**config.mk**
```make
export PLATFORM = sky130hd
export DESIGN_NAME = crbr_out
export DESIGN_NICKNAME = d
export VERILOG_FILES = /design/src/rtl/core/crbr_pkg.sv /design/src/rtl/core/crbr_out.sv
export VERILOG_INCLUDE_DIRS = /design/src /design/src/rtl/core
export SDC_FILE = /design/constraint.sdc
export NUM_CORES = 1
export LEC_CHECK = 0
export ABC_AREA = 1
export BUFFER_PORTS_ARGS = -buffer_cell sky130_fd_sc_hd__buf_2
export CAP_MARGIN = 40
export CORE_MARGIN = 4
export CORE_UTILIZATION = 41
export DETAILED_ROUTE_END_ITERATION = 10
export GPL_TIMING_DRIVEN = 1
export HOLD_SLACK_MARGIN = 0.03
export PLACE_DENSITY = 0.77
export REMOVE_ABC_BUFFERS = 1
export SLEW_MARGIN = 20
export SYNTH_ARGS = -nofsm -noshare
export SYNTH_HDL_FRONTEND = slang
export SYNTH_SLANG_ARGS = --single-unit
```
**constraint.sdc**
```tcl
create_clock -name clk_i -period 1.8 [get_ports clk_i]
set_input_delay 0.36 -clock clk_i [delete_from_list [all_inputs] [get_ports clk_i]]
set_output_delay 0.36 -clock clk_i [all_outputs]
set_load 0.01 [all_outputs]
```
**src/rtl/core/crc_checked_block_receiver_core_defines.svh**
```systemverilog
// ----------------------------------------------------------------------------
// Assertion macros for the CRC-checked block receiver core.
// Clocked, reset-qualified concurrent assertions used by the core modules.
// ----------------------------------------------------------------------------
`ifndef CRC_CHECKED_BLOCK_RECEIVER_CORE_DEFINES_SVH
`define CRC_CHECKED_BLOCK_RECEIVER_CORE_DEFINES_SVH

// Assertion on an explicit clock and active-low reset.
`define CRBR_ASSERT_CLK(label, clk, rstn, prop, msg) \
  label: assert property (@(posedge clk) disable iff (!rstn) prop) else $error(msg);

// Assertion on the core clock and reset.
`define CRBR_ASSERT(label, prop, msg) \
  `CRBR_ASSERT_CLK(label, clk_i, rst_ni, prop, msg)

`endif

```
**src/rtl/core/crbr_pkg.sv**
```systemverilog
// ----------------------------------------------------------------------------
// crbr_pkg
// Shared types, codes, constants and the CRC-16 byte update for the receiver.
// ----------------------------------------------------------------------------
package crbr_pkg;

  localparam int BLOCK_MAX_DEF = 1024;

  localparam int IN_DATA_W  = 24;
  localparam int OUT_DATA_W = 24;
  localparam int CFG_ADDR_W = 3;
  localparam int CFG_DATA_W = 16;
  localparam int POS_W      = 12;

  localparam logic [15:0] CRC_INIT = 16'hFFFF;
  localparam logic [15:0] CRC_POLY = 16'h1021;
  localparam logic [15:0] TICK_SAT = 16'hFFFF;

  localparam logic [10:0] BLOCK_LENGTH_RST  = 11'd1024;
  localparam logic [15:0] TIMEOUT_TICKS_RST = 16'd2000;
  localparam logic [2:0]  MAX_TRIES_RST     = 3'd4;
  localparam logic [2:0]  TRY_SAT           = 3'd7;

  localparam logic [CFG_ADDR_W-1:0] REG_BLOCK_LENGTH       = 3'd0;
  localparam logic [CFG_ADDR_W-1:0] REG_TIMEOUT_TICKS      = 3'd1;
  localparam logic [CFG_ADDR_W-1:0] REG_MAX_TRIES          = 3'd2;
  localparam logic [CFG_ADDR_W-1:0] REG_READY_CODE         = 3'd3;
  localparam logic [CFG_ADDR_W-1:0] REG_REPEAT_CODE        = 3'd4;
  localparam logic [CFG_ADDR_W-1:0] REG_ABORT_CODE         = 3'd5;
  localparam logic [CFG_ADDR_W-1:0] REG_TIMEOUT_ABORT_CODE = 3'd6;

  localparam logic [1:0] ST_BUSY    = 2'd0;
  localparam logic [1:0] ST_OK      = 2'd1;
  localparam logic [1:0] ST_BAD_CRC = 2'd2;
  localparam logic [1:0] ST_TIMEOUT = 2'd3;

  typedef enum logic [1:0] {
    OP_BYTE  = 2'd0,
    OP_TICK  = 2'd1,
    OP_START = 2'd2,
    OP_READ  = 2'd3
  } op_e;

  typedef enum logic {
    PH_IDLE = 1'b0,
    PH_RX   = 1'b1
  } phase_e;

  typedef struct packed {
    logic       send_byte;
    logic [7:0] tx_byte;
    logic [1:0] status;
    logic       finished;
    logic       is_read;
    logic       rd_zero;
  } res_t;

  typedef struct packed {
    logic       we;
    logic       re;
    logic [7:0] wdata;
  } mem_req_t;

  function automatic logic [15:0] crc16_byte(input logic [15:0] crc, input logic [7:0] b);
    logic [15:0] c;
    c = crc ^ {b, 8'h00};
    for (int k = 0; k < 8; k++) begin
      c = c[15] ? ({c[14:0], 1'b0} ^ CRC_POLY) : {c[14:0], 1'b0};
    end
    return c;
  endfunction

endpackage

```
**src/rtl/core/crbr_out.sv**
```systemverilog
// ----------------------------------------------------------------------------
// crbr_out
// Result stage that joins the store read data, followed by an output buffer.
// ----------------------------------------------------------------------------
`include "crc_checked_block_receiver_core_defines.svh"

module crbr_out (
  input  logic                               clk_i,
  input  logic                               rst_ni,
  input  logic                               res_valid_i,
  input  crbr_pkg::res_t                     res_i,
  input  logic [7:0]                         rdata_i,
  output logic                               in_ready_o,
  output logic                               out_valid_o,
  input  logic                               out_ready_i,
  output logic [crbr_pkg::OUT_DATA_W-1:0]    out_data_o
);

  logic           p_valid_q, p_valid_d;
  crbr_pkg::res_t p_res_q;
  logic           o_valid_q, o_valid_d;
  logic [crbr_pkg::OUT_DATA_W-1:0] o_word_q, o_word_d;
  logic           p_move;
  logic [7:0]     read_data;

  assign p_move     = !o_valid_q || out_ready_i;
  assign in_ready_o = !p_valid_q || p_move;
  assign read_data  = (p_res_q.is_read && !p_res_q.rd_zero) ? rdata_i : 8'h00;

  always_comb begin
    p_valid_d = p_valid_q;
    if (res_valid_i) begin
      p_valid_d = 1'b1;
    end else if (p_move) begin
      p_valid_d = 1'b0;
    end
  end

  always_comb begin
    o_valid_d = o_valid_q;
    o_word_d  = o_word_q;
    if (p_valid_q && p_move) begin
      o_valid_d = 1'b1;
      o_word_d  = {4'h0, read_data, p_res_q.finished, p_res_q.status, p_res_q.tx_byte,
                   p_res_q.send_byte};
    end else if (out_ready_i) begin
      o_valid_d = 1'b0;
    end
  end

  always_ff @(posedge clk_i or negedge rst_ni) begin
    if (!rst_ni) begin
      p_valid_q <= 1'b0;
      o_valid_q <= 1'b0;
    end else begin
      p_valid_q <= p_valid_d;
      o_valid_q <= o_valid_d;
    end
  end

  always_ff @(posedge clk_i) begin
    if (res_valid_i) begin
      p_res_q <= res_i;
    end
    o_word_q <= o_word_d;
  end

  assign out_valid_o = o_valid_q;
  assign out_data_o  = o_word_q;

  `CRBR_ASSERT(a_res_room, res_valid_i |-> (!p_valid_q || p_move), "result arrived with no room")
  `CRBR_ASSERT(a_res_held, (p_valid_q && !p_move) |=> (p_valid_q && $stable(p_res_q)), "waiting result lost")

endmodule

```
# After elaboration in Yosys (flattened, before gate mapping)
# Cells that the tools add are included.
totals:
  register_bits: 36
  input_bits: 26
  out_inout_bits: 26
  word_cells: 23
op_classes:
  n_mux: 4
  reduce_logical: 9
op_table:
  columns: ["operator", "count"]
  rows:
  - ["2-to-1 mux 1 bit", 4]
  - ["nonzero test 2 bit", 2]
  - ["zero test 1 bit", 3]
  - ["logical AND 1 bit", 2]
  - ["logical OR 1 bit", 2]

# Longest topological paths before layout
depth:
  word_depth: 4
  depth_mapped: 3
  ltp_nobuf: 3

# Least setup slack after synthesis
# OpenSTA, ideal clock, no wires.
synth_timing:
  kind: "reg-to-reg"
  start: "register o_valid_q, in the netlist out_valid_o"
  end: "register o_word_q, in the netlist out_data_o[0] (enable)"
  setup_ps: 404
  arrival_time_ps: 1479
  required_time_ps: 1396
  slack_ps: -82
  path_stages_with_launch: 2
  n_path_buf: 0
  period_less_slack_ps: 1882
  cell_sequence: "dfrtp_1 -> a21oi_1"
synth_via:
  elab_chain_len: 3
synth_rtl:
  columns: ["item", "line", "rtl"]
  rows:
  - ["start: declaration", "crbr_out.sv:21", "logic o_valid_q, o_valid_d;"]
  - ["start signal: assignment", "crbr_out.sv:57", "o_valid_q <= o_valid_d;"]
  - ["zero test 1 bit", "crbr_out.sv:26", "assign p_move = !o_valid_q || out_ready_i;"]
  - ["logical OR 1 bit", "crbr_out.sv:26", null]
  - ["logical AND 1 bit", "crbr_out.sv:42", "if (p_valid_q && p_move) begin"]
  - ["end signal: assignment", "crbr_out.sv:65", "o_word_q <= o_word_d;"]
  - ["end: declaration", "crbr_out.sv:22", "logic [crbr_pkg::OUT_DATA_W-1:0] o_word_q, o_word_d;"]
# Every way passes these cells.
# A chain may end at the register's enable or synchronous reset.

# Final worst setup path
layout_timing:
  start: "register o_valid_q, in the netlist out_valid_o"
  end: "output port in_ready_o"
layout_via:
  elab_chain_len: 3
layout_rtl:
  columns: ["item", "line", "rtl"]
  rows:
  - ["zero test 1 bit", "crbr_out.sv:26", null]
  - ["logical OR 1 bit", "crbr_out.sv:26", null]
  - ["logical OR 1 bit", "crbr_out.sv:27", "assign in_ready_o = !p_valid_q || p_move;"]
  - ["end: declaration", "crbr_out.sv:13", "output logic in_ready_o,"]
# Every way passes these cells.

==> metrics.yaml <==
route:
  wl_mm: 1.96
  met1_length_um: 746
  vias: 670
  top_layer: "met4"
  met3_length_um: 241
  drt_iter0_drc: 13
  drc_errors: 0
  via_per_inst: 4.32
  ant_nets: 0
  drt-wirelength-per-cell_um: 12.7
  wl_met2_um: 941
  first_pass_iters: 3
logic_synthesis:
  synth_cell_types: 10
  synth_top_area_share: 0.846
  synth.area.top_cells: "edfxtp_1 85%, dfrtp_1 4.1%, inv_1 3.7%, buf_4 2.5%, nor2_1 2.5%"
  ys_ff_latch: 36
  synth_top_area_cell: "edfxtp_1"
  synth_cells: 67
  yosysWarnings: 0
  syn_area_um2: 1210
  avgSynthCellArea_um2: 18.0
  yosysSeqAreaShare: 0.887
pwr:
  irDropWorstVdd_uv: 727
  power.density_nw_per_um2: 997
  leakage_nw: 0.695
placement:
  numPortBuffers: 47
  pre_cts_ws_ps: 638
  gp_congestion: 0.719
  hpwl_mm: 1.48
layout:
  drive_above_1_share: 0.468
  areaGrowthSynthToFinish_pct: 27.8
  mostFrequentLayoutCells: "47 x buf_2, 34 x edfxtp_1, 12 x inv_1"
  regArea_um2: 1070
  n_antenna_cell: 0
  final_common_cell: "buf_2"
  multi_input_comb_area_um2: 76.3
  nets: 149
  fillers: 240
clock_network:
  tritoncts: "built"
  cts-htree-levels: 2
  post_cts_buffers: 0
  clk_pin_slew_worst_paths_ps: 100
  cts_root_buf: "clkbuf_4"
  cts_buffers: 5
  clock_path_buffers: 2
  worstSkewPairLatency_ps: 320
  cts.repair.resized: 0
  cts_num_sinks: 36
worst_hold_path:
  holdCritPathClass: "in -> reg"
floorplan:
  boundaryPins: 52
  rows: 19
  die_x_um: 62.3
  dieArea_um2: 3880
  fp.coreArea_um2: 2780
  die_y_um: 62.3
  start_util: 0.434
timing:
  setup_viol: 0
  max_freq_mhz: 727
  clock_skew_ps: 4.59
  layout_setup_ws_ps: 425
  slew_violations: 0
  rsz0062_at_grt: "no"
  finalCritPeriodShare: 0.764
  finalSetupTns_ps: 0
  holdWs_ps: 202
  final-hold-violation-count: 0
  min_period_ps: 1380
flow_run:
  maxCapViolations: 0
critical_path:
  arrival_ps: 1020
  required_ps: 1440
  path_max_fanout: 4
  cp-end-kind: "output pin"
  worst_setup_path_start_kind: "register"
  worstSetupPathType: "reg -> out"
global_route:
  grt_max_degree: 16
  grt_pass1_vias: 722
  antenna_found_initial: 0
  grt-ovfl-total: 0
  grt_pass1_wl_mm: 3.14
  track_usage: 0.108
run_status:
  outcome: "completed"
[worst max-delay path, cell delays in order, from the launching register on]
cell and delay (ps):
dfrtp_1 430, nand3_1 120, buf_2 140
[sequential cells by signal, summed over array words and instances, names as in the netlist]
register     count
out_valid_o      1
p_res_q         14
p_valid_q        1
out_data_o      20
[Yosys cell counts, drive strengths merged]
cell / count
dfrtp: 2
nand2: 4
inv: 12
a21oi: 1
buf: 4
nor2: 8
nand3: 1
edfxtp: 34
conb: 1
[routing by layer]
metal  global-route usage  up-vias
li1                     -      331
met5                    0        -
met2                0.166       40
met4               0.0477        0
met3               0.0757        4
met1                0.113      295
[where the power goes]
group          total [mW]  switching (mW)  internal, mW
combinational       0.139          0.0810        0.0579
sequential           1.01          0.0180         0.995
clock               0.386           0.243         0.143
total                1.54           0.342          1.20
[final cells by class]
class | count | share of cell area
Timing Repair Buffer | 50 | 0.169
Clock inverter | 3 | 0.00892
Tap cell | 31 | 0.0251
Inverter | 12 | 0.0292
Sequential cell | 36 | 0.694
Clock buffer | 5 | 0.0243
Multi-Input combinational cell | 18 | 0.0495
[metrics by stage]
| step | cell area [um2] | cells | utilization | power (mW) |
|---|---|---|---|---|
| floorplan | 1190 | 66 | - | 1.09 |
| global placement | 1480 | 146 | 0.533 | 1.16 |
| detailed placement | 1480 | 146 | 0.533 | 1.17 |
| CTS | 1540 | 155 | 0.555 | 1.56 |
| global route | 1540 | 155 | 0.555 | 1.63 |
| finish | 1540 | 155 | 0.555 | 1.54 |
[repair_timing]
item                                   CTS  global route
hold buffers                             1             0
endpoints found under the hold margin    2             0
setup endpoints to repair                0             0
[cells by family (layout without fill, tap and decap cells)]
kind of cell | Yosys count | count (layout) | share of synthesized area
buffers and inverters | 16 | 70 | 0.0622
other | 1 | 4 | 0.00311
AND/OR/NAND/NOR | 13 | 13 | 0.0435
AO/OA/AOI/OAI | 1 | 1 | 0.00414
flip-flops | 36 | 36 | 0.887
[worst paths after layout]
kind,slack (ps),startpoint,depth (start not counted),endpoint
max reg2reg,710,out_valid_o,2,out_data_o[6]
min reg2reg,430,p_res_q[10],0,out_data_o[6]
min,200,res_i[4],1,p_res_q[4]
min in group asynchronous,350,rst_ni,2,out_valid_o
max,420,out_valid_o,2,in_ready_o
max in group asynchronous,1360,rst_ni,2,p_valid_q
No activity file was read; power rests on OpenSTA's default activity.
