`src/rtl/core/crc_checked_block_receiver_core_defines.svh`:
```
// ----------------------------------------------------------------------------
// Assertion macros for the CRC-checked block receiver core.
// Clocked, reset-qualified concurrent assertions used by the core modules.
// ----------------------------------------------------------------------------
`ifndef CRC_CHECKED_BLOCK_RECEIVER_CORE_DEFINES_SVH
`define CRC_CHECKED_BLOCK_RECEIVER_CORE_DEFINES_SVH

// Assertion on an explicit clock and active-low reset.
`define CRBR_ASSERT_CLK(label, clk, rstn, prop, msg) \
  label: assert property (@(posedge clk) disable iff (!rstn) prop) else $error(msg);

// Assertion on the core clock and reset.
`define CRBR_ASSERT(label, prop, msg) \
  `CRBR_ASSERT_CLK(label, clk_i, rst_ni, prop, msg)

`endif

```
`src/rtl/core/crbr_pkg.sv`:
```
// ----------------------------------------------------------------------------
// crbr_pkg
// Shared types, codes, constants and the CRC-16 byte update for the receiver.
// ----------------------------------------------------------------------------
package crbr_pkg;

  localparam int BLOCK_MAX_DEF = 1024;

  localparam int IN_DATA_W  = 24;
  localparam int OUT_DATA_W = 24;
  localparam int CFG_ADDR_W = 3;
  localparam int CFG_DATA_W = 16;
  localparam int POS_W      = 12;

  localparam logic [15:0] CRC_INIT = 16'hFFFF;
  localparam logic [15:0] CRC_POLY = 16'h1021;
  localparam logic [15:0] TICK_SAT = 16'hFFFF;

  localparam logic [10:0] BLOCK_LENGTH_RST  = 11'd1024;
  localparam logic [15:0] TIMEOUT_TICKS_RST = 16'd2000;
  localparam logic [2:0]  MAX_TRIES_RST     = 3'd4;
  localparam logic [2:0]  TRY_SAT           = 3'd7;

  localparam logic [CFG_ADDR_W-1:0] REG_BLOCK_LENGTH       = 3'd0;
  localparam logic [CFG_ADDR_W-1:0] REG_TIMEOUT_TICKS      = 3'd1;
  localparam logic [CFG_ADDR_W-1:0] REG_MAX_TRIES          = 3'd2;
  localparam logic [CFG_ADDR_W-1:0] REG_READY_CODE         = 3'd3;
  localparam logic [CFG_ADDR_W-1:0] REG_REPEAT_CODE        = 3'd4;
  localparam logic [CFG_ADDR_W-1:0] REG_ABORT_CODE         = 3'd5;
  localparam logic [CFG_ADDR_W-1:0] REG_TIMEOUT_ABORT_CODE = 3'd6;

  localparam logic [1:0] ST_BUSY    = 2'd0;
  localparam logic [1:0] ST_OK      = 2'd1;
  localparam logic [1:0] ST_BAD_CRC = 2'd2;
  localparam logic [1:0] ST_TIMEOUT = 2'd3;

  typedef enum logic [1:0] {
    OP_BYTE  = 2'd0,
    OP_TICK  = 2'd1,
    OP_START = 2'd2,
    OP_READ  = 2'd3
  } op_e;

  typedef enum logic {
    PH_IDLE = 1'b0,
    PH_RX   = 1'b1
  } phase_e;

  typedef struct packed {
    logic       send_byte;
    logic [7:0] tx_byte;
    logic [1:0] status;
    logic       finished;
    logic       is_read;
    logic       rd_zero;
  } res_t;

  typedef struct packed {
    logic       we;
    logic       re;
    logic [7:0] wdata;
  } mem_req_t;

  function automatic logic [15:0] crc16_byte(input logic [15:0] crc, input logic [7:0] b);
    logic [15:0] c;
    c = crc ^ {b, 8'h00};
    for (int k = 0; k < 8; k++) begin
      c = c[15] ? ({c[14:0], 1'b0} ^ CRC_POLY) : {c[14:0], 1'b0};
    end
    return c;
  endfunction

endpackage

```
`src/rtl/core/crbr_ctrl.sv`:
```
// ----------------------------------------------------------------------------
// crbr_ctrl
// Configuration registers, attempt sequencer, running CRC and store access.
// ----------------------------------------------------------------------------
`include "crc_checked_block_receiver_core_defines.svh"

module crbr_ctrl #(
  parameter int BlockMax = crbr_pkg::BLOCK_MAX_DEF,
  parameter int AddrW    = $clog2(BlockMax)
) (
  input  logic                              clk_i,
  input  logic                              rst_ni,
  input  logic                              cfg_valid_i,
  input  logic [crbr_pkg::CFG_ADDR_W-1:0]   cfg_addr_i,
  input  logic [crbr_pkg::CFG_DATA_W-1:0]   cfg_data_i,
  input  logic                              in_fire_i,
  input  crbr_pkg::op_e                     op_i,
  input  logic [7:0]                        rx_byte_i,
  input  logic [9:0]                        read_index_i,
  output crbr_pkg::mem_req_t                mem_req_o,
  output logic [AddrW-1:0]                  mem_addr_o,
  output logic                              res_valid_o,
  output crbr_pkg::res_t                    res_o
);

  localparam int LenCap = (BlockMax < 2047) ? BlockMax : 2047;

  logic [10:0] block_length_q;
  logic [15:0] timeout_ticks_q;
  logic [2:0]  max_tries_q;
  logic [7:0]  ready_code_q, repeat_code_q, abort_code_q, timeout_abort_code_q;

  crbr_pkg::phase_e phase_q, phase_d;
  logic [crbr_pkg::POS_W-1:0] pos_q, pos_d;
  logic [15:0] crc_q, crc_d;
  logic [15:0] rcrc_q, rcrc_d;
  logic [2:0]  try_q, try_d;
  logic [15:0] tick_q, tick_d;

  logic [10:0] eff_len;
  logic [crbr_pkg::POS_W-1:0] len_ext;
  logic [15:0] tick_inc, crc_full;
  logic [2:0]  try_inc, try_limit;
  logic        rd_in_range;
  logic ev_start, ev_read, ev_tick, ev_timeout, ev_payload, ev_crc_hi;
  logic ev_ok, ev_retry, ev_abort;

  always_ff @(posedge clk_i or negedge rst_ni) begin
    if (!rst_ni) begin
      block_length_q       <= crbr_pkg::BLOCK_LENGTH_RST;
      timeout_ticks_q      <= crbr_pkg::TIMEOUT_TICKS_RST;
      max_tries_q          <= crbr_pkg::MAX_TRIES_RST;
      ready_code_q         <= 8'h00;
      repeat_code_q        <= 8'h00;
      abort_code_q         <= 8'h00;
      timeout_abort_code_q <= 8'h00;
    end else if (cfg_valid_i) begin
      unique case (cfg_addr_i)
        crbr_pkg::REG_BLOCK_LENGTH:       block_length_q       <= cfg_data_i[10:0];
        crbr_pkg::REG_TIMEOUT_TICKS:      timeout_ticks_q      <= cfg_data_i;
        crbr_pkg::REG_MAX_TRIES:          max_tries_q          <= cfg_data_i[2:0];
        crbr_pkg::REG_READY_CODE:         ready_code_q         <= cfg_data_i[7:0];
        crbr_pkg::REG_REPEAT_CODE:        repeat_code_q        <= cfg_data_i[7:0];
        crbr_pkg::REG_ABORT_CODE:         abort_code_q         <= cfg_data_i[7:0];
        crbr_pkg::REG_TIMEOUT_ABORT_CODE: timeout_abort_code_q <= cfg_data_i[7:0];
        default: ;
      endcase
    end
  end

  always_comb begin
    if (block_length_q == 11'd0) begin
      eff_len = 11'd1;
    end else if (block_length_q > 11'(LenCap)) begin
      eff_len = 11'(LenCap);
    end else begin
      eff_len = block_length_q;
    end
  end

  assign len_ext     = {1'b0, eff_len};
  assign tick_inc    = (tick_q == crbr_pkg::TICK_SAT) ? tick_q : tick_q + 16'd1;
  assign crc_full    = rcrc_q | {8'h00, rx_byte_i};
  assign try_inc     = (try_q == crbr_pkg::TRY_SAT) ? try_q : try_q + 3'd1;
  assign try_limit   = (max_tries_q == 3'd0) ? 3'd1 : max_tries_q;
  assign rd_in_range = ({22'd0, read_index_i} < 32'(BlockMax));

  // Event decode.
  always_comb begin
    ev_start   = 1'b0;
    ev_read    = 1'b0;
    ev_tick    = 1'b0;
    ev_timeout = 1'b0;
    ev_payload = 1'b0;
    ev_crc_hi  = 1'b0;
    ev_ok      = 1'b0;
    ev_retry   = 1'b0;
    ev_abort   = 1'b0;
    if (in_fire_i) begin
      unique case (op_i)
        crbr_pkg::OP_START: ev_start = 1'b1;
        crbr_pkg::OP_READ:  ev_read  = 1'b1;
        crbr_pkg::OP_TICK: begin
          if (phase_q == crbr_pkg::PH_RX) begin
            if (tick_inc >= timeout_ticks_q) begin
              ev_timeout = 1'b1;
            end else begin
              ev_tick = 1'b1;
            end
          end
        end
        crbr_pkg::OP_BYTE: begin
          if (phase_q == crbr_pkg::PH_RX) begin
            priority if (pos_q < len_ext) begin
              ev_payload = 1'b1;
            end else if (pos_q == len_ext) begin
              ev_crc_hi = 1'b1;
            end else if (crc_full == crc_q) begin
              ev_ok = 1'b1;
            end else if (try_inc < try_limit) begin
              ev_retry = 1'b1;
            end else begin
              ev_abort = 1'b1;
            end
          end
        end
        default: ;
      endcase
    end
  end

  // Next phase.
  always_comb begin
    phase_d = phase_q;
    priority if (ev_start || ev_retry) begin
      phase_d = crbr_pkg::PH_RX;
    end else if (ev_timeout || ev_ok || ev_abort) begin
      phase_d = crbr_pkg::PH_IDLE;
    end else begin
      phase_d = phase_q;
    end
  end

  // Attempt state, store access and result.
  always_comb begin
    pos_d       = pos_q;
    crc_d       = crc_q;
    rcrc_d      = rcrc_q;
    try_d       = try_q;
    tick_d      = tick_q;
    mem_req_o   = '0;
    mem_addr_o  = ev_read ? AddrW'(read_index_i) : AddrW'(pos_q);
    res_valid_o = ev_start | ev_read | ev_timeout | ev_ok | ev_retry | ev_abort;
    res_o       = '0;

    if (ev_tick || ev_timeout) begin
      tick_d = tick_inc;
    end
    if (ev_payload) begin
      mem_req_o.we    = 1'b1;
      mem_req_o.wdata = rx_byte_i;
      crc_d           = crbr_pkg::crc16_byte(crc_q, rx_byte_i);
      pos_d           = pos_q + 1'b1;
    end
    if (ev_crc_hi) begin
      rcrc_d = {rx_byte_i, 8'h00};
      pos_d  = pos_q + 1'b1;
    end
    if (ev_ok || ev_retry || ev_abort) begin
      rcrc_d = crc_full;
    end
    if (ev_retry || ev_abort) begin
      try_d = try_inc;
    end
    if (ev_start) begin
      try_d = 3'd0;
    end
    if (ev_start || ev_retry) begin
      pos_d  = '0;
      crc_d  = crbr_pkg::CRC_INIT;
      rcrc_d = 16'h0000;
      tick_d = 16'h0000;
    end

    if (ev_read) begin
      mem_req_o.re  = rd_in_range;
      res_o.is_read = 1'b1;
      res_o.rd_zero = !rd_in_range;
    end
    if (ev_start) begin
      res_o.send_byte = 1'b1;
      res_o.tx_byte   = ready_code_q;
    end
    if (ev_retry) begin
      res_o.send_byte = 1'b1;
      res_o.tx_byte   = repeat_code_q;
    end
    if (ev_abort) begin
      res_o.send_byte = 1'b1;
      res_o.tx_byte   = abort_code_q;
      res_o.status    = crbr_pkg::ST_BAD_CRC;
      res_o.finished  = 1'b1;
    end
    if (ev_timeout) begin
      res_o.send_byte = 1'b1;
      res_o.tx_byte   = timeout_abort_code_q;
      res_o.status    = crbr_pkg::ST_TIMEOUT;
      res_o.finished  = 1'b1;
    end
    if (ev_ok) begin
      res_o.status   = crbr_pkg::ST_OK;
      res_o.finished = 1'b1;
    end
  end

  always_ff @(posedge clk_i or negedge rst_ni) begin
    if (!rst_ni) begin
      phase_q <= crbr_pkg::PH_IDLE;
      pos_q   <= '0;
      crc_q   <= crbr_pkg::CRC_INIT;
      rcrc_q  <= 16'h0000;
      try_q   <= 3'd0;
      tick_q  <= 16'h0000;
    end else begin
      phase_q <= phase_d;
      pos_q   <= pos_d;
      crc_q   <= crc_d;
      rcrc_q  <= rcrc_d;
      try_q   <= try_d;
      tick_q  <= tick_d;
    end
  end

  `CRBR_ASSERT(a_write_in_rx, mem_req_o.we |-> (phase_q == crbr_pkg::PH_RX), "store written outside an attempt")
  `CRBR_ASSERT(a_start_opens, ev_start |=> ((phase_q == crbr_pkg::PH_RX) && (pos_q == '0)), "start did not open a fresh attempt")
  `CRBR_ASSERT(a_write_in_block, mem_req_o.we |-> (pos_q < len_ext), "store written beyond the payload")

endmodule

```
`config.mk`:
```
export PLATFORM = sky130hd
export DESIGN_NAME = crbr_ctrl
export DESIGN_NICKNAME = d
export VERILOG_FILES = /design/src/rtl/core/crbr_pkg.sv /design/src/rtl/core/crbr_ctrl.sv
export VERILOG_INCLUDE_DIRS = /design/src /design/src/rtl/core
export SDC_FILE = /design/constraint.sdc
export NUM_CORES = 1
export LEC_CHECK = 0
export BUFFER_PORTS_ARGS = -buffer_cell sky130_fd_sc_hd__buf_4
export CORE_ASPECT_RATIO = 1.5
export CORE_MARGIN = 10
export CORE_UTILIZATION = 45
export CTS_CLUSTER_DIAMETER = 150
export CTS_CLUSTER_SIZE = 16
export DETAILED_ROUTE_END_ITERATION = 16
export PLACE_DENSITY_LB_ADDON = 0.25
export SLEW_MARGIN = 25
export SYNTH_ARGS = -nofsm -noshare
export SYNTH_HDL_FRONTEND = slang
export SYNTH_SLANG_ARGS = --single-unit
```
`constraint.sdc`:
```
create_clock -name clk_i -period 5.6 [get_ports clk_i]
set_input_delay 1.12 -clock clk_i [delete_from_list [all_inputs] [get_ports clk_i]]
set_output_delay 1.12 -clock clk_i [all_outputs]
set_load 0.005 [all_outputs]
```
* Yosys cells after proc, flatten, opt, wreduce, memory -nomap -nowiden *
Index checks and enable logic that the tools add are counted.

cells by class
  muxes and demuxes = 78
  $lt $le $gt $ge = 4
  equality and inequality tests = 13
  reductions and logical operators = 24
  $add $sub $neg = 3
  bitwise logic cells = 15

operators with widths
  operator                 number
  $mux W16                 8
  $mux W13                 8
  $mux W12                 5
  $mux W1                  45
  $not A3 Y3               8
  $mux W11                 2
  $mux W9                  2
  $add A16 B1 Y16 const B  1
  $eq A16 B16 Y1           1
  $eq A16 B16 Y1 const B   1
  $ge A16 B16 Y1           1
  $or A16 B8 Y16           1
  $xor A16 B16 Y16         1
  $mux W3                  5
  $reduce_and A2 Y1        7
  $add A12 B1 Y12 const B  1
  $eq A12 B11 Y1           1
  $eq A3 B3 Y1 const B     4
  $lt A12 B11 Y1           1
  $gt A11 B11 Y1 const B   1
  $logic_not A11 Y1        1
  $mux W10                 1
  $mux W8                  1
  $reduce_bool A2 Y1       4
  other kinds (12)         26

storage, ports and cells
  input port bits = 43
  word-level logic and storage cells = 150
  bits in registers = 126
  output and inout bits = 35

* Depth between registers and ports, before layout *
  depth after elaboration = 19
  mapped depth = 17
  gate-level depth less buffers = 13

* Least setup slack after synthesis *
No wires, ideal clock.

  kind = flip-flop to output port
  from = register tick_q[4]
  to = output port res_o[10] (netlist name)
  path slack = 1.258 ns
  arrival time = 3.222 ns
  required time = 4.480 ns
  buffers on the path = 4
  stages on the path, launching flop included = 16
  path through = dfrtp_1 > buf_2 > and4_1 > buf_4 > nand4_1 > or3_1 > buf_2 > mux2_4 > ha_1 > o211ai_1 > a21oi_1 > nor4_1 > o31ai_1 > a21oi_1 > clkbuf_1 > o221ai_1

RTL lines
  item                      line              text
  start: declaration        crbr_ctrl.sv:38   logic [15:0] tick_q, tick_d;
  start signal: assignment  crbr_ctrl.sv:230  tick_q <= tick_d;
  end: declaration          crbr_ctrl.sv:23   output crbr_pkg::res_t res_o

==> flow_summary.json <==
{
  "gr-usage-all-layers_pct": 16.6,
  "ys_ff_latch": 126,
  "fin_nets": 858,
  "cp.required_ns": 4.48,
  "synthesis.area_um2": 7390,
  "grt_max_degree": 73,
  "wl_um": 18000,
  "final_cell_mix": "102 x dfrtp_1, 82 x nand2_1, 81 x buf_4",
  "die_x_um": 125,
  "fin_skew_ns": 0.00618,
  "power_leakage_nw": 3.96,
  "tns_ns": 0,
  "syn2layout_area_growth_pct": 17.5,
  "drc": 0,
  "peakVddDrop_mv": 0.230,
  "cts_buffers": 17,
  "p_per_area_nw_per_um2": 389,
  "min_period_ns": 5.06,
  "row_count": 57,
  "cts_tree": "yes",
  "holdCritPathClass": "reg -> reg",
  "ios": 78,
  "fin_util_pct": 53.7,
  "holdPathEnd": "abort_code_q[4]",
  "drv_slew": 0,
  "ctsResizeCount": 0,
  "r2r-end": "phase_q",
  "root_buffer": "clkbuf_16",
  "worst_slack_ns": 0.540,
  "die_h_um": 177,
  "grt_pass1_vias": 5910,
  "seq_area_frac_synth_pct": 43.0,
  "r2r_slack_ns": 2.19,
  "cts.sinks": 126,
  "clkTransAtPathRegs_ns": 0.06,
  "drt_iter0_drc": 273,
  "worstHoldStart": "abort_code_q[4]",
  "finalSetupViolCount": 0,
  "hold_viol": 0,
  "synthArstFlopShare_pct": 100,
  "wl_per_cell_um": 18.0,
  "h-tree-depth": 4,
  "fmax_mhz": 198,
  "dp_hpwl_um": 13600,
  "die-area_um2": 22100,
  "r2r_cells": 12,
  "grt.overflow.total": 0,
  "r2r_start": "tick_q[4]",
  "slew-limit-headroom_pct": 38.1,
  "maxCapViolations": 0,
  "grt_pass1_wl_um": 30000,
  "first_pass_iters": 4,
  "hold_depth": 1,
  "p_total_mw": 3.38,
  "fill_cells": 1431,
  "drtAntennaViolNets": 0,
  "placeableCoreArea_um2": 16200,
  "worst_pin_slew_ns": 0.928,
  "num_vias": 5556,
  "portBuffers": 76,
  "criticalPathCategory": "reg -> out",
  "insertedDiodeCount": 0,
  "mostFrequentLayoutCell": "dfrtp_1",
  "drive_gt1_share_pct": 29.4,
  "cts_buffer_depth": 2,
  "status": "complete, no violations",
  "initial_core_util_pct": 45.7,
  "arrival_ns": 3.94,
  "synth_flop_cell": "dfrtp_1",
  "synth_enable_flop_cells": 0,
  "post-place-ws_ns": 0.970,
  "holdWs_ns": 0.504,
  "cts_setup_buffers": 0,
  "cts_hold_buf": 0,
  "synth_cell_types": 77,
  "crit_path_end_kind": "primary output",
  "clk_latency_ns": 0.42,
  "yosys_warnings": 0,
  "avgViaCountPerCell": 5.54,
  "cp-start-kind": "flip-flop",
  "gp_congestion": 0.842,
  "fin_crit_sh_pct": 90.4,
  "rsz0062_at_grt": "no",
  "synth_area_per_cell_um2": 10.3,
  "syn_nets": 792,
  "antenna_found_initial": 0,
  "synth_cells": 717,
  "cp_max_fo": 14
}
-- kinds of logic (layout without fill, tap and decap cells) --
logic type               count (synthesis)  count (layout)  synth area share [%]
AO/OA/AOI/OAI                          126             126                  13.3
XOR/XNOR                                64              64                  7.58
adder cells (fa/ha/maj)                 32              32                  5.41
buffers and inverters                   68             147                  4.75
flip-flops                             126             126                  43.0
multiplexers                            69              69                  10.4
other                                    1               1                0.0507
AND/OR/NAND/NOR                        231             231                  15.5
-- cell usage after synthesis, drive strengths merged, types with 6 or more instances --
library cell	count	area [um^2]
mux2	58	657
and2	12	76.3
nand4	10	62.6
nand3	26	130
nand2	84	320
nor2	42	160
nor2b	7	43.8
dfrtp	102	2550
dfstp	24	631
xor2	22	193
inv	33	124
xnor2	42	368
nor3	12	75.1
mux2i	11	110
clkbuf	15	56.3
o211ai	14	135
ha	32	400
a21oi	23	123
and3	7	50.1
a22o	9	78.8
a21o	6	45.0
o21a	9	68.8
o21ai	23	119
o221ai	8	70.1
buf	20	171
-- state kept, by name, indices dropped and copies added, names as in the netlist --
signal                flops
abort_code_q              8
block_length_q           11
crc_q                    16
max_tries_q               3
phase_q                   1
pos_q                    12
rcrc_q                   16
ready_code_q              8
repeat_code_q             8
tick_q                   16
timeout_abort_code_q      8
timeout_ticks_q          16
try_q                     3
-- through the flow --
step                      cell area (um^2)  instances
after floorplan                       7390        717
after global placement                8040        969
after detailed placement              8050        970
after CTS                             8690       1002
after global routing                  8690       1002
final                                 8690       1002
-- report_power, final --
part / leakage (nW) / internal (mW) / total [mW] / switching, mW
Clock: 0.309 / 0.755 / 1.19 / 0.440
Combinational: 2.08 / 0.422 / 0.894 / 0.472
Sequential: 1.56 / 1.14 / 1.29 / 0.154
-- worst max-delay path, stage by stage, from the launching register on --
cell	delay [ns]
dfrtp_1	0.48
and4_1	0.36
nand4_1	0.21
or3_1	0.57
mux2_4	0.35
ha_1	0.27
o211ai_1	0.16
a21oi_1	0.06
nor4_1	0.23
o31ai_1	0.11
a21oi_1	0.13
buf_4	0.25
o221ai_1	0.15
buf_4	0.18
-- routing by layer --
layer / up-vias / GRT usage, % / routed length (um)
li1: 2679 / - / -
met1: 2737 / 17.4 / 6960
met2: 103 / 30.9 / 9870
met3: 37 / 3.51 / 587
met4: 0 / 8.08 / 599
met5: - / 0 / 0
-- worst max-delay path by stage --
stage | from | slack [ns] | to
3_3_place_gp | tick_q[4] | 1.07 | res_o[12]
3_5_place_dp | tick_q[4] | 0.97 | res_o[7]
5_1_grt | tick_q[4] | 0.20 | res_o[7]
2_1_floorplan | tick_q[4] | 1.26 | res_o[10]
4_1_cts | tick_q[4] | 0.49 | res_o[7]
6_report | tick_q[4] | 0.54 | res_o[7]
-- area by class of cell --
class                      count  area (um^2)  share of cell area, %
clock inverter                14          208                   2.39
timing repair buffer          82          619                   7.13
tap                          206          258                   2.97
multi-input combinational    523         3870                   44.5
clock buffer                  18          429                   4.94
sequential                   126         3180                   36.6
inverter                      33          124                   1.43
(Power assumes the default switching activity.)
